==> src/sv/tpd_pkg.sv <==
package tpd_pkg;

    // Report layout
    localparam int FIRST_RECORD = 3;
    localparam int RECORD_BYTES = 5;
    localparam int PART_W       = 3;

    // Default sizes of the report
    localparam int POINT_SLOTS_DEFAULT  = 10;
    localparam int REPORT_BYTES_DEFAULT = 80;

    // Coordinate arithmetic
    localparam int          COORD_W    = 15;
    localparam int          LIMIT_W    = 16;
    localparam int          COUNT_W    = 4;
    localparam logic [7:0]  AREA_MAX   = 8'd100;
    localparam logic [7:0]  AREA_SCALE = 8'd255;

    // Result kinds
    localparam logic KIND_POINT   = 1'b0;
    localparam logic KIND_SUMMARY = 1'b1;

    // Configuration register indexes
    localparam int         CFG_INDEX_W  = 2;
    localparam logic [1:0] REG_X_LIMIT    = 2'd0;
    localparam logic [1:0] REG_Y_LIMIT    = 2'd1;
    localparam logic [1:0] REG_MAX_POINTS = 2'd2;

    // Register reset values
    localparam logic [15:0] X_LIMIT_RESET    = 16'd799;
    localparam logic [15:0] Y_LIMIT_RESET    = 16'd1279;
    localparam logic [3:0]  MAX_POINTS_RESET = 4'd10;

    typedef struct packed {
        logic [7:0] data_byte;
        logic       frame_start;
    } report_item_t;

    typedef struct packed {
        logic               result_kind;
        logic [COORD_W-1:0] x_coord;
        logic [COORD_W-1:0] y_coord;
        logic [COUNT_W-1:0] point_index;
        logic [COUNT_W-1:0] point_count;
    } result_item_t;

endpackage

==> src/sv/touch_report_point_decoder.sv <==
// Decodes a touch controller report that arrives one byte per item; an item with
// frame_start set is report byte 0 and restarts decoding. From byte 3 on, each of
// the first POINT_SLOTS 5-byte records whose two area bytes are at most 100 gives,
// if byte 0 is not zero, a point result with coordinates area*255+offset, clamped
// to x_limit and y_limit, at its y offset byte, until max_points points have been
// kept. The last report byte gives a summary result carrying the kept count; bytes
// after it are dropped until the next frame start. Each item passes through an
// input register and, if it makes a result, is then written into the output
// register; one item is taken every cycle while result_ready stays high. The only
// multiply is by the constant 255. Configuration writes are taken at once
// (cfg_ready is always high) and should happen while the block is idle.
module touch_report_point_decoder
    import tpd_pkg::*;
#(
    parameter int POINT_SLOTS  = POINT_SLOTS_DEFAULT,
    parameter int REPORT_BYTES = REPORT_BYTES_DEFAULT
)
(
    input  logic                   clk,
    input  logic                   rst_n,
    input  logic                   report_valid,
    output logic                   report_ready,
    input  report_item_t           report_item,
    output logic                   result_valid,
    input  logic                   result_ready,
    output result_item_t           result_item,
    input  logic                   cfg_valid,
    output logic                   cfg_ready,
    input  logic [CFG_INDEX_W-1:0] cfg_index,
    input  logic [LIMIT_W-1:0]     cfg_data
);

    localparam int POS_W        = $clog2(REPORT_BYTES + 1);
    localparam int SLOT_W       = $clog2(POINT_SLOTS + 1);
    localparam int FIT_SLOTS    = (REPORT_BYTES - FIRST_RECORD - 1) / RECORD_BYTES;
    localparam int USABLE_SLOTS = (POINT_SLOTS < FIT_SLOTS) ? POINT_SLOTS : FIT_SLOTS;

    localparam logic [POS_W-1:0]  POS_IDLE  = POS_W'(REPORT_BYTES);
    localparam logic [POS_W-1:0]  POS_LAST  = POS_W'(REPORT_BYTES - 1);
    localparam logic [POS_W-1:0]  POS_FIRST = POS_W'(FIRST_RECORD);
    localparam logic [POS_W-1:0]  POS_ONE   = POS_W'(1);
    localparam logic [SLOT_W-1:0] SLOT_END  = SLOT_W'(USABLE_SLOTS);
    localparam logic [PART_W-1:0] PART_LAST = PART_W'(RECORD_BYTES - 1);
    localparam logic [PART_W-1:0] PART_XA   = PART_W'(0);
    localparam logic [PART_W-1:0] PART_XO   = PART_W'(1);
    localparam logic [PART_W-1:0] PART_YA   = PART_W'(2);
    localparam logic [PART_W-1:0] PART_YO   = PART_W'(3);

    // Configuration registers
    logic [LIMIT_W-1:0] x_limit_reg;
    logic [LIMIT_W-1:0] y_limit_reg;
    logic [COUNT_W-1:0] max_points_reg;

    // Input register
    logic         in_valid_reg;
    report_item_t in_item_reg;

    // Decode state
    logic [POS_W-1:0]   pos_reg,    pos_next;
    logic [PART_W-1:0]  part_reg,   part_next;
    logic [SLOT_W-1:0]  slot_reg,   slot_next;
    logic               active_reg, active_next;
    logic [COUNT_W-1:0] kept_reg,   kept_next;
    logic [7:0]         x_area_reg, x_area_next;
    logic [7:0]         x_off_reg,  x_off_next;
    logic [7:0]         y_area_reg, y_area_next;

    // Output register
    logic         out_valid_reg;
    result_item_t out_item_reg;

    logic               out_free;
    logic               advance;
    logic               produce;
    result_item_t       result;
    logic [COORD_W-1:0] x_full;
    logic [COORD_W-1:0] y_full;
    logic [COORD_W-1:0] x_clamped;
    logic [COORD_W-1:0] y_clamped;
    logic               in_report;
    logic               in_record;
    logic               slot_ok;

    assign cfg_ready    = 1'b1;
    assign out_free     = !out_valid_reg || result_ready;
    assign advance      = in_valid_reg && out_free;
    assign report_ready = !in_valid_reg || out_free;
    assign result_valid = out_valid_reg;
    assign result_item  = out_item_reg;

    always_ff @(posedge clk or negedge rst_n)
    begin
        if (!rst_n)
        begin
            x_limit_reg    <= X_LIMIT_RESET;
            y_limit_reg    <= Y_LIMIT_RESET;
            max_points_reg <= MAX_POINTS_RESET;
        end
        else if (cfg_valid)
        begin
            unique case (cfg_index)
                REG_X_LIMIT:    x_limit_reg    <= cfg_data;
                REG_Y_LIMIT:    y_limit_reg    <= cfg_data;
                REG_MAX_POINTS: max_points_reg <= cfg_data[COUNT_W-1:0];
                default:        ;
            endcase
        end
    end

    // Coordinates: area*255 + offset is at most 25755 for a kept record.
    assign x_full = COORD_W'(x_area_reg) * COORD_W'(AREA_SCALE) + COORD_W'(x_off_reg);
    assign y_full = COORD_W'(y_area_reg) * COORD_W'(AREA_SCALE)
                  + COORD_W'(in_item_reg.data_byte);
    assign x_clamped = ({1'b0, x_full} > x_limit_reg) ? x_limit_reg[COORD_W-1:0] : x_full;
    assign y_clamped = ({1'b0, y_full} > y_limit_reg) ? y_limit_reg[COORD_W-1:0] : y_full;

    assign in_report = pos_reg < POS_IDLE;
    assign in_record = pos_reg >= POS_FIRST;
    assign slot_ok   = slot_reg < SLOT_END;

    always_comb
    begin
        pos_next    = pos_reg;
        part_next   = part_reg;
        slot_next   = slot_reg;
        active_next = active_reg;
        kept_next   = kept_reg;
        x_area_next = x_area_reg;
        x_off_next  = x_off_reg;
        y_area_next = y_area_reg;
        produce     = 1'b0;
        result      = '0;

        if (in_item_reg.frame_start)
        begin
            active_next = in_item_reg.data_byte != 8'd0;
            kept_next   = '0;
            pos_next    = POS_ONE;
            part_next   = '0;
            slot_next   = '0;
        end
        else if (in_report)
        begin
            if (active_reg && in_record && slot_ok)
            begin
                unique case (part_reg)
                    PART_XA: x_area_next = in_item_reg.data_byte;
                    PART_XO: x_off_next  = in_item_reg.data_byte;
                    PART_YA: y_area_next = in_item_reg.data_byte;
                    PART_YO:
                    begin
                        if (x_area_reg <= AREA_MAX && y_area_reg <= AREA_MAX &&
                            kept_reg < max_points_reg)
                        begin
                            produce            = 1'b1;
                            result.result_kind = KIND_POINT;
                            result.x_coord     = x_clamped;
                            result.y_coord     = y_clamped;
                            result.point_index = kept_reg;
                            kept_next          = kept_reg + COUNT_W'(1);
                        end
                    end
                    default: ;
                endcase
            end

            // A point never falls on the last byte, so the two results do not meet.
            if (pos_reg == POS_LAST)
            begin
                produce            = 1'b1;
                result.result_kind = KIND_SUMMARY;
                result.point_count = active_reg ? kept_reg : '0;
            end

            pos_next = pos_reg + POS_ONE;
            if (in_record)
            begin
                if (part_reg == PART_LAST)
                begin
                    part_next = '0;
                    if (slot_ok)
                    begin
                        slot_next = slot_reg + SLOT_W'(1);
                    end
                end
                else
                begin
                    part_next = part_reg + PART_W'(1);
                end
            end
        end
    end

    always_ff @(posedge clk or negedge rst_n)
    begin
        if (!rst_n)
        begin
            in_valid_reg  <= 1'b0;
            out_valid_reg <= 1'b0;
            pos_reg       <= POS_IDLE;
            part_reg      <= '0;
            slot_reg      <= '0;
            active_reg    <= 1'b0;
            kept_reg      <= '0;
        end
        else
        begin
            if (report_valid && report_ready)
            begin
                in_valid_reg <= 1'b1;
            end
            else if (advance)
            begin
                in_valid_reg <= 1'b0;
            end

            if (advance)
            begin
                pos_reg    <= pos_next;
                part_reg   <= part_next;
                slot_reg   <= slot_next;
                active_reg <= active_next;
                kept_reg   <= kept_next;
            end

            if (advance && produce)
            begin
                out_valid_reg <= 1'b1;
            end
            else if (result_ready)
            begin
                out_valid_reg <= 1'b0;
            end
        end
    end

    always_ff @(posedge clk)
    begin
        if (report_valid && report_ready)
        begin
            in_item_reg <= report_item;
        end
        if (advance)
        begin
            x_area_reg <= x_area_next;
            x_off_reg  <= x_off_next;
            y_area_reg <= y_area_next;
        end
        if (advance && produce)
        begin
            out_item_reg <= result;
        end
    end

    assert property (@(posedge clk) disable iff (!rst_n)
        pos_reg <= POS_IDLE)
        else $error("byte position beyond the report length");

    assert property (@(posedge clk) disable iff (!rst_n)
        part_reg <= PART_LAST && slot_reg <= SLOT_END)
        else $error("record counters out of range");

    assert property (@(posedge clk) disable iff (!rst_n)
        kept_reg <= COUNT_W'(USABLE_SLOTS))
        else $error("more points kept than record slots");

    assert property (@(posedge clk) disable iff (!rst_n)
        out_valid_reg && out_item_reg.result_kind == KIND_SUMMARY |->
            out_item_reg.x_coord == '0 && out_item_reg.point_index == '0)
        else $error("summary item carries point fields");

    assert property (@(posedge clk) disable iff (!rst_n)
        out_valid_reg && out_item_reg.result_kind == KIND_POINT |->
            out_item_reg.point_count == '0 && out_item_reg.point_index < kept_reg)
        else $error("point item inconsistent with kept count");

endmodule

==> config.mk <==
export PLATFORM = sky130hd
export DESIGN_NAME = touch_report_point_decoder
export DESIGN_NICKNAME = d
export VERILOG_FILES = /design/src/sv/tpd_pkg.sv /design/src/sv/touch_report_point_decoder.sv
export SDC_FILE = /design/constraint.sdc
export NUM_CORES = 1
export LEC_CHECK = 0
export ABC_CLOCK_PERIOD_IN_PS = 11000
export BUFFER_PORTS_ARGS = -buffer_cell sky130_fd_sc_hd__clkbuf_2
export CORE_AREA = 3 3 155 157
export CTS_BUF_LIST = sky130_fd_sc_hd__clkbuf_2 sky130_fd_sc_hd__clkbuf_4 sky130_fd_sc_hd__clkbuf_8
export DETAILED_ROUTE_END_ITERATION = 6
export DIE_AREA = 0 0 158 160
export RECOVER_POWER = 25
export SYNTH_ARGS = -nofsm -noshare
export SYNTH_HDL_FRONTEND = slang
export SYNTH_SLANG_ARGS = --single-unit
==> constraint.sdc <==
create_clock -name clk -period 11 [get_ports clk]
set_input_delay 2.2 -clock clk [delete_from_list [all_inputs] [get_ports clk]]
set_output_delay 2.2 -clock clk [all_outputs]
set_load 0.01 [all_outputs]
* Word level (Yosys, flattened, before mapping) *
Index checks and enable logic that the tools add are counted.

storage, ports and cells
  register bits after elaboration = 129
  bits of input ports = 32

cells by class
  add/subtract/negate cells = 6
  multipliers = 2
  order comparisons = 8
  equality and inequality tests = 7
  multiplexer cells = 29
  bitwise logic cells = 7
  reductions and logical operators = 37

operator list
  operator                number
  $mux W4                 10
  $gt A15 B16 Y1          2
  $add A15 B8 Y15         2
  $mul A8 B8 Y15 const B  2
  $mux W15                2
  $reduce_and A5 Y1       5
  $reduce_bool A2 Y1      9
  $le A8 B7 Y1 const B    2
  $mux W7                 2
  $mux W3                 4
  $mux W1                 11
  $reduce_and A2 Y1       5
  $add A4 B1 Y4 const B   2
  $reduce_bool A8 Y1      1
  $add A7 B1 Y7 const B   1
  $eq A7 B7 Y1 const B    1
  $ge A7 B2 Y1 const B    1
  $logic_and A1 B1 Y1     7
  $lt A7 B7 Y1 const B    1
  $not A1 Y1              7
  $eq A3 B2 Y1 const B    2
  $reduce_or A5 Y1        1
  $lt A4 B4 Y1            1
  $lt A4 B4 Y1 const B    1
  other kinds (12)        14

* Depth between registers and ports, before layout *
Gate-level depths: netlist of the first run.

  word-level depth = 11
  gate-level depth with buffers = 24
  depth with buffers taken out = 22

* Worst setup path before layout of the first run *
No wires, ideal clock.

  kind = input to register
  start = input port result_ready
  end = register out_item_reg (netlist bit result_item[0]) (enable)
  arrival = 5.261 ns
  required time = 10.516 ns
  path slack = 5.255 ns
  stages on the path = 4
  path through = nand2b_1 > nand2_1 > clkbuf_1 > nor3_1

on the way
  word-level cells in the longest chain between the ends = 3

ends and longest elaborated chain
  what                    line                               RTL
  start: declaration      touch_report_point_decoder.sv:25   input logic result_ready,
  $logic_or A1 B1 Y1      touch_report_point_decoder.sv:85   assign out_free = !out_valid_reg || result_ready;
  $logic_and A1 B1 Y1     touch_report_point_decoder.sv:86   assign advance = in_valid_reg && out_free;
  $logic_and A1 B1 Y1     touch_report_point_decoder.sv:249  if (advance && produce)
  end signal: assignment  touch_report_point_decoder.sv:251  out_item_reg <= result;
  end: declaration        touch_report_point_decoder.sv:70   result_item_t out_item_reg;

Every way passes these cells.
A chain may end at the register's enable or synchronous reset.

* Worst setup path in the final report of the first run *
  start = register y_area_reg[7]
  end = register out_item_reg (netlist bit result_item[12]) (data pin)

on the way
  word-level cells in the longest chain between the ends = 5
  elaborated cells on any way between the ends = 9

ends and longest elaborated chain
  what                                                                    line                               RTL
  start: declaration                                                      touch_report_point_decoder.sv:66   logic [7:0] y_area_reg, y_area_next;
  start signal: assignment                                                touch_report_point_decoder.sv:247  y_area_reg <= y_area_next;
  parallel branches: the longest is 5 deep, another holds $gt A15 B16 Y1  n/a

Parallel ways; which one is timed is not known.

==> out/results.ini, run 1 <==
[yosys]
ys_warn_count = 0
mappedNetlistArea_um2 = 10200
synth_cells = 969
synth_cell_types = 63
ys_async_sr_fraction_pct = 44.2
synthFlopType = edfxtp_1
synth-edff-count = 72
syn-mean-instance-area_um2 = 10.5
synth_nets = 1198
synth_seq_cells = 129
ys_seq_area_share_pct = 35.6

[timing]
fin_crit_sh_pct = 58.5
fmax_ghz = 0.155
relSlewSlack_pct = -107
layout_min_cycle_time_ps = 6440
fin_tns_setup_ps = 0
worst_slew_pin_slew_ps = 3110
finalHoldViolations = 0
setup_violations = 0
fin_skew_ps = 17.7
slew_viol_final = 58
rsz0062_at_grt = false

[grt]
grt_usage_pct = 19.4
grt-ovfl-total = 0
grt_max_degree = 58
grt_pass1_vias = 7176
antenna_found_initial = 0
grt_pass1_wl_um = 38400

[run]
drv_cap = 1

[layout]
postLayoutCoreUtil_pct = 49.4
finalNonFillerCells = 1338
nNetsFinal = 1269
seqCellArea_um2 = 3610
largest_reg_flops = 39
synthToLayoutAreaGrowth_pct = 10.1
mostFrequentLayoutCells = 178 x inv_1, 125 x ha_1, 72 x fa_1, 72 x edfxtp_1, 71 x clkbuf_2
drive_above_1_share_pct = 15.1
multi_input_area_um2 = 5770
antenna_cells = 0
final_common_cell = inv_1
fill_cells = 2091

[place]
gp_congestion = 0.865
placed_cells = 1306
place_hpwl_um = 18500
port_buffers = 72

[floorplan]
start_util_pct = 44.9
io-pin-count = 74
die_h_um = 160
core.rowCount = 55
die_w_um = 158
core_um2 = 22600
die-area_um2 = 25300

[cts]
clock_sinks = 129
cts.clk_slew.worst_paths_ps = 80
cts_root_buf = clkbuf_8
htreeDepth = 4
postCtsSetupBuffers = 0
cts_tree = yes
clock_latency_ps = 450
ctsResizeCount = 0
clock_path_buffers = 2
cts_hold_buf = 0
numCtsBuffers = 17

[routing]
drtAntennaViolNets = 0
drc = 0
vias = 7170
drt-pass1-iter-count = 5
avgRoutedWirePerCell_um = 17.6
drt_wl_total_um = 23500
viasPerCell = 5.36
drtIter0Drc = 474

[worst_setup_path]
end_kind = register
crit_fanout = 15
critical_path_class = register to register
start_kind = register
rr_startpoint = y_area_reg[7]
crit_required_ps = 11250
crit_start = y_area_reg[7]
critPathArrivalTime_ps = 6690

[status]
violations = capacitance limit, slew limit
status = finished, violations left

[hold_path]
min-delay-start = slot_reg[3]
hp-class = register to register

## critical path, cell delays in order, from the launching register on
cell       delay (ps)
edfxtp_1          520
inv_1             280
fa_1              520
fa_1              580
fa_1              450
fa_1              550
inv_1              40
ha_1              370
nand3_1           110
a21o_1             90
o21ai_1           100
or3_1             380
and2_1            180
ha_1              270
and4b_1           230
o2bb2ai_1         120
a31oi_1            90
a21oi_1           940
a21oi_1           160
a211oi_1          270
## metal layers
metal  global-route usage (%)  share of wire [%]  up-vias
li1                         -                  -     3460
met1                     28.1                 48     3531
met2                     30.6                 47      148
met3                     2.95                3.4       31
met4                     5.36                2.0        0
met5                        0                  0        -
## cell usage after synthesis, drive strengths merged, types with 6 or more instances
master	number	area, um^2
a211oi	9	80.1
a21o	9	67.6
a21oi	53	265
and2	9	56.3
and3	13	81.3
buf	6	53.8
clkbuf	18	67.6
dfrtp	37	926
dfstp	20	526
edfxtp	72	2160
fa	72	1440
ha	125	1560
inv	178	668
mux2	23	259
nand2	38	145
nand3	38	195
nand4	12	81.3
nor2	39	146
nor2b	11	68.8
nor3	10	50.1
o211ai	9	67.6
o21a	7	52.6
o21ai	62	310
or3	8	50.1
xnor2	14	123
xor2	12	105
## logic make-up after synthesis
kind of cell	after synthesis	synth area share [%]
xor gates and xnor gates	26	2.24
other	1	0.0369
AOI/OAI and AO/OA	186	11.7
buffers and inverters	202	7.77
muxes	24	2.65
adders and majority gates	197	29.6
DFF	129	35.6
and+or+nand+nor	204	10.5
## through the flow
stage	hold slack (ps)	area [um^2]	worst slack, ps
3_5_place_dp	490	10800	4640
6_report	515	11200	4560
4_1_cts	511	11200	4590
3_3_place_gp	483	10800	4810
2_1_floorplan	463	10200	5260
5_1_grt	540	11200	4100
## final timing paths
kind                                   end  slack [ps]  cells after the start
max reg2reg                result_item[12]        4560                     19
min in group asynchronous   y_limit_reg[8]        2860                      2
max in group asynchronous       active_reg        6370                      2
min reg2reg                    slot_reg[3]         510                      2
max                        result_item[12]        4560                     19
min                            slot_reg[3]         510                      2
## cell type report
class	instances	area share, %
multi-input combinational	638	51.5
sequential	129	32.3
inverter	178	5.97
timing repair buffer	76	3.44
tap	285	3.19
clock buffer	19	2.22
clock inverter	13	1.35
Power of run 1 is left out: the tool's default activity adds up to more than one toggle a clock period on the data nets, which glitch-free logic cannot reach.
==> inputs of run 2 (changes only) <==
--- a/config.mk
+++ b/config.mk
@@ -5,7 +5,7 @@
 export SDC_FILE = /design/constraint.sdc
 export NUM_CORES = 1
 export LEC_CHECK = 0
-export ABC_CLOCK_PERIOD_IN_PS = 11000
+export ABC_CLOCK_PERIOD_IN_PS = 6200
 export BUFFER_PORTS_ARGS = -buffer_cell sky130_fd_sc_hd__clkbuf_2
 export CORE_AREA = 3 3 155 157
 export CTS_BUF_LIST = sky130_fd_sc_hd__clkbuf_2 sky130_fd_sc_hd__clkbuf_4 sky130_fd_sc_hd__clkbuf_8
==> constraint.sdc (replaced) <==
create_clock -name clk -period 6.2 [get_ports clk]
set_input_delay 1.24 -clock clk [delete_from_list [all_inputs] [get_ports clk]]
set_output_delay 1.24 -clock clk [all_outputs]
set_load 0.01 [all_outputs]
==> run 2 against run 1 <==
The flow still finishes with violations (capacitance limit, slew limit). Clock-buffer cell count decreased by 1. Sequential share of layout area decreased by 0.92 points. Worst setup slack got worse by 4400 ps. Die area unchanged.
==> out/results.ini, run 2 (synthesis results as in run 1) <==
[worst_setup_path]
critPathCapture = result_item[25]  ; was result_item[12]
crit_start = x_area_reg[3]  ; was y_area_reg[7]
reg2regPathDepth = 21  ; was 19
start_kind = register  ; unchanged
reg2reg_slack_ps = 190  ; was 4560 ps
critical_path_class = register to register  ; unchanged
r2r_end = result_item[25]  ; was result_item[12]
rr_startpoint = x_area_reg[3]  ; was y_area_reg[7]
critPathArrivalTime_ps = 6230  ; was 6690 ps
crit_required_ps = 6420  ; was 11250 ps
crit_fanout = 8  ; was 15
end_kind = register  ; unchanged

[timing]
layout_min_cycle_time_ps = 6010  ; was 6440 ps
fmax_ghz = 0.166  ; was 0.155 GHz
slew_viol_final = 58  ; unchanged
worst_slew_pin_slew_ps = 3140  ; was 3110 ps
rsz0062_at_grt = true  ; was false
relSlewSlack_pct = -110  ; was -107%
finalHoldViolations = 0  ; unchanged
fin_crit_sh_pct = 96.9  ; was 58.5%
fin_tns_setup_ps = 0  ; unchanged
fin_skew_ps = 17.8  ; was 17.7 ps
setup_violations = 0  ; unchanged

[routing]
avgRoutedWirePerCell_um = 17.4  ; was 17.6 um
viasPerCell = 5.34  ; was 5.36
drtAntennaViolNets = 0  ; unchanged
drtIter0Drc = 383  ; was 474
drt-pass1-iter-count = 5  ; unchanged
drt_wl_total_um = 23900  ; was 23500 um
drc = 0  ; unchanged
vias = 7333  ; was 7170

[grt]
grt_usage_pct = 19.5  ; was 19.4%
grt_pass1_vias = 7244  ; was 7176
grt_max_degree = 58  ; unchanged
grt-ovfl-total = 0  ; unchanged
grt_pass1_wl_um = 38400  ; about the same
antenna_found_initial = 0  ; unchanged

[cts]
cts_tree = yes  ; unchanged
cts.clk_slew.worst_paths_ps = 90  ; was 80 ps
htreeDepth = 4  ; unchanged
clock_sinks = 129  ; unchanged
cts_hold_buf = 0  ; unchanged
cts_root_buf = clkbuf_8  ; unchanged
clock_path_buffers = 2  ; unchanged
clock_latency_ps = 450  ; about the same
numCtsBuffers = 17  ; unchanged

[floorplan]
core.rowCount = 55  ; unchanged
io-pin-count = 74  ; unchanged
start_util_pct = 44.9  ; unchanged
die_h_um = 160  ; unchanged
die-area_um2 = 25300  ; unchanged
die_w_um = 158  ; unchanged
core_um2 = 22600  ; unchanged

[layout]
final_common_cell = inv_1  ; unchanged
multi_input_area_um2 = 5820  ; was 5770 um^2
mostFrequentLayoutCells = 177 x inv_1, 125 x ha_1, 72 x fa_1, 72 x edfxtp_1, 71 x clkbuf_2  ; was 178 x inv_1, 125 x ha_1, 72 x fa_1, 72 x edfxtp_1, 71 x clkbuf_2
synthToLayoutAreaGrowth_pct = 13.4  ; was 10.1%
antenna_cells = 0  ; unchanged
postLayoutCoreUtil_pct = 50.9  ; was 49.4%
nNetsFinal = 1303  ; was 1269
largest_reg_flops = 39  ; unchanged
drive_above_1_share_pct = 18.1  ; was 15.1%
seqCellArea_um2 = 3610  ; unchanged
fill_cells = 2040  ; was 2091

[place]
port_buffers = 72  ; unchanged
gp_congestion = 0.840  ; was 0.865
place_hpwl_um = 18800  ; was 18500 um

[hold_path]
min_delay_path_depth = 1  ; was 2
hp-class = register to register  ; unchanged

[status]
status = finished, violations left  ; unchanged
violations = capacitance limit, slew limit  ; unchanged

[run]
drv_cap = 1  ; unchanged

run 2: cell type report:
class	count	area share (%)
Clock buffer	18	2.10
Clock inverter	14	1.66
Inverter	178	5.80
Multi-Input combinational cell	638	50.5
Sequential cell	129	31.4
Tap cell	285	3.09
Timing Repair Buffer	110	5.51
run 2: critical path, cell delays in order, from the launching register on:
cell      delay, ps
edfxtp_1        480
inv_1           170
fa_1            640
inv_1            60
ha_1            190
a21o_1          170
fa_1            500
inv_1            50
fa_1            530
inv_1            40
ha_1            380
and3_1          240
a221o_1         360
xor2_1          310
ha_1            330
a41o_1          250
a21oi_1         150
o22ai_1         120
nand2_1         240
buf_4           220
nand3_1          80
a21oi_1         270
run 2: worst min path at each step:
| stage | to | slack (ps) | start |
|---|---|---|---|
| 2_1_floorplan | slot_reg[3] | 460 | slot_reg[3] |
| 5_1_grt | max_points_reg[2] | 540 | max_points_reg[2] |
| 3_5_place_dp | slot_reg[3] | 500 | slot_reg[3] |
| 3_3_place_gp | slot_reg[3] | 490 | slot_reg[3] |
| 4_1_cts | max_points_reg[2] | 520 | max_points_reg[2] |
| 6_report | max_points_reg[2] | 520 | max_points_reg[2] |
run 2: layer usage:
layer	routed length, um	vias up	part of all wire [%]	GRT usage, %
li1	-	3534	-	-
met1	11400	3611	48	28.3
met3	938	31	3.9	2.55
met2	11000	157	46	30.3
met4	563	0	2.4	6.37
met5	0	-	0	0
run 2: timing repair:
item / CTS / global route
pin swaps: 0 / 4
cloned: 0 / 0
endpoints found under the setup margin: 15 / 30
setup buffers: 0 / 15
gates resized for setup: 1 / 11
run 2: stage by stage:
stage	instances	hold slack (ps)	area (um^2)	setup slack, ps
floorplan	969	463	10200	606
global placement	1325	492	10900	-51.1
detailed placement	1325	499	10900	-154
CTS	1357	519	11400	112
global route	1372	545	11500	-33.4
finish	1372	519	11500	193
Power of run 2 is left out for the same reason.
==> inputs of run 3 (changes only) <==
--- a/config.mk
+++ b/config.mk
@@ -7,10 +7,13 @@
 export LEC_CHECK = 0
 export ABC_CLOCK_PERIOD_IN_PS = 6200
 export BUFFER_PORTS_ARGS = -buffer_cell sky130_fd_sc_hd__clkbuf_2
+export CELL_PAD_IN_SITES_DETAIL_PLACEMENT = 0
+export CELL_PAD_IN_SITES_GLOBAL_PLACEMENT = 1
 export CORE_AREA = 3 3 155 157
 export CTS_BUF_LIST = sky130_fd_sc_hd__clkbuf_2 sky130_fd_sc_hd__clkbuf_4 sky130_fd_sc_hd__clkbuf_8
 export DETAILED_ROUTE_END_ITERATION = 6
 export DIE_AREA = 0 0 158 160
+export PLACE_DENSITY_LB_ADDON = 0.1
 export RECOVER_POWER = 25
 export SYNTH_ARGS = -nofsm -noshare
 export SYNTH_HDL_FRONTEND = slang
==> run 3 against run 2 <==
The flow still finishes with violations (capacitance limit, slew limit). Worst setup slack improved by 87 ps. Non-clock buffer count increased by 11. Sequential share of layout area is 0.13 points lower. Die area did not move. Cell count up 0.80%. Global-route usage increased by 0.86 points. Wire length increased by 3.9%. Sequential cell count did not move. Critical path depth increased by 3. Via count is 0.20% higher. Core utilization is 0.20 points higher. Clock skew grew 7.3 ps. Highest routed layer unchanged.
==> out/results.ini, run 3 (synthesis results as in run 1) <==
[cts]
cts_hold_buf = 0  ; unchanged
cts_tree = yes  ; unchanged
cts.clk_slew.worst_paths_ps = 90  ; about the same
htreeDepth = 4  ; unchanged
clock_path_buffers = 2  ; unchanged
clock_sinks = 129  ; unchanged
numCtsBuffers = 17  ; unchanged
clock_latency_ps = 460  ; was 450 ps
cts_root_buf = clkbuf_8  ; unchanged

[grt]
grt_pass1_wl_um = 39900  ; was 38400 um
use_met3_pct = 3.50  ; was 2.55%
antenna_found_initial = 1  ; was 0
grt-ovfl-total = 0  ; unchanged
met1_usage_pct = 28.0  ; was 28.3%
grt_usage_pct = 20.3  ; was 19.5%
grtUsageMet2_pct = 34.0  ; was 30.3%
grt_pass1_vias = 7516  ; was 7244
busiest_layer = met2  ; unchanged
grt_max_degree = 58  ; unchanged

[hold_path]
hp-class = register to register  ; unchanged
min-delay-start = max_points_reg[2]  ; unchanged
min_delay_path_depth = 1  ; unchanged

[worst_setup_path]
reg2regPathDepth = 24  ; was 21
crit_fanout = 8  ; unchanged
crit_required_ps = 6480  ; was 6420 ps
start_kind = register  ; unchanged
critPathArrivalTime_ps = 6200  ; was 6230 ps
critical_path_class = register to register  ; unchanged
crit_start = y_area_reg[4]  ; was x_area_reg[3]
end_kind = register  ; unchanged
rr_startpoint = y_area_reg[4]  ; was x_area_reg[3]

[routing]
drt_wl_total_um = 24800  ; was 23900 um
vias = 7348  ; was 7333
avgRoutedWirePerCell_um = 18.0  ; was 17.4 um
drtAntennaViolNets = 0  ; unchanged
drt-pass1-iter-count = 5  ; unchanged
drc = 0  ; unchanged
viasPerCell = 5.31  ; was 5.34
drtIter0Drc = 390  ; was 383

[layout]
nNetsFinal = 1314  ; was 1303
multi_input_area_um2 = 5820  ; about the same
antenna_cells = 0  ; unchanged
seqCellArea_um2 = 3610  ; unchanged
largest_reg_flops = 39  ; unchanged
synthToLayoutAreaGrowth_pct = 13.8  ; was 13.4%
fill_cells = 2132  ; was 2040
drive_above_1_share_pct = 19.6  ; was 18.1%
mostFrequentLayoutCells = 176 x inv_1, 121 x ha_1, 72 x edfxtp_1  ; was 177 x inv_1, 125 x ha_1, 72 x fa_1, 72 x edfxtp_1, 71 x clkbuf_2
final_common_cell = inv_1  ; unchanged

[floorplan]
die_h_um = 160  ; unchanged
die-area_um2 = 25300  ; unchanged
die_w_um = 158  ; unchanged
io-pin-count = 74  ; unchanged
start_util_pct = 44.9  ; unchanged
core_um2 = 22600  ; unchanged
core.rowCount = 55  ; unchanged

[timing]
layout_min_cycle_time_ps = 5920  ; was 6010 ps
setup_violations = 0  ; unchanged
worst_slew_pin_slew_ps = 3230  ; was 3140 ps
fin_skew_ps = 25.1  ; was 17.8 ps
fmax_ghz = 0.169  ; was 0.166 GHz
fin_crit_sh_pct = 95.5  ; was 96.9%
slew_viol_final = 58  ; unchanged
relSlewSlack_pct = -115  ; was -110%
holdWs_ps = 517  ; was 519 ps
finalHoldViolations = 0  ; unchanged

[run]
drv_cap = 1  ; unchanged

[status]
violations = capacitance limit, slew limit  ; unchanged
status = finished, violations left  ; unchanged

[place]
port_buffers = 72  ; unchanged
gp_congestion = 0.815  ; was 0.840
place_hpwl_um = 19800  ; was 18800 um

## run 3: final timing paths
path | endpoint | slack, ps
min in group asynchronous | y_limit_reg[11] | 1920
worst min-delay path | max_points_reg[2] | 520
worst max-delay path | result_item[19] | 280
max in group asynchronous | x_limit_reg[12] | 2420
worst min register to register | max_points_reg[2] | 520
worst max register to register | result_item[19] | 280
## run 3: stage by stage
| step | std cells | setup WS (ps) | setup TNS, ps | area, um^2 | utilization (%) |
|---|---|---|---|---|---|
| 4_1_cts | 1361 | 2.63 | 0 | 11400 | 50.2 |
| 6_report | 1383 | 280 | 0 | 11600 | 51.1 |
| 3_3_place_gp | 1329 | 42.3 | 0 | 11000 | 48.5 |
| 5_1_grt | 1383 | -33.6 | -183 | 11600 | 51.1 |
| 3_5_place_dp | 1329 | 21.4 | 0 | 11000 | 48.5 |
| 2_1_floorplan | 969 | 606 | 0 | 10200 | - |
## run 3: critical path, stage by stage (launching register included)
cell	delay (ps)
edfxtp_1	430
buf_4	180
buf_4	130
fa_1	490
inv_1	60
fa_1	510
inv_1	40
ha_1	270
inv_1	50
fa_1	530
inv_1	40
ha_1	260
a211o_1	250
o211ai_1	130
o21ai_1	140
o41ai_2	450
xnor2_2	190
ha_1	280
and4b_1	220
o2bb2ai_1	150
a31oi_2	260
and3_4	270
buf_4	150
o211ai_1	100
a21oi_1	160
## run 3: final cells by class
class                      count  area share (%)
clock inverter                15            1.43
multi-input combinational    638            50.3
sequential                   129            31.2
tap                          285            3.08
timing repair buffer         121            6.11
clock buffer                  17            2.02
inverter                     178            5.78
## run 3: routing by layer
| layer | part of all wire (%) | vias to the layer above |
|---|---|---|
| li1 | - | 3559 |
| met1 | 44 | 3626 |
| met2 | 50 | 145 |
| met3 | 4.8 | 18 |
| met4 | 1.2 | 0 |
| met5 | 0 | - |
## run 3: repair_timing
action	CTS	global route
setup buffers	0	22
gates resized for setup	0	17
endpoints found under the hold margin	0	0
setup endpoints to repair	0	28
Power of run 3 is left out for the same reason.
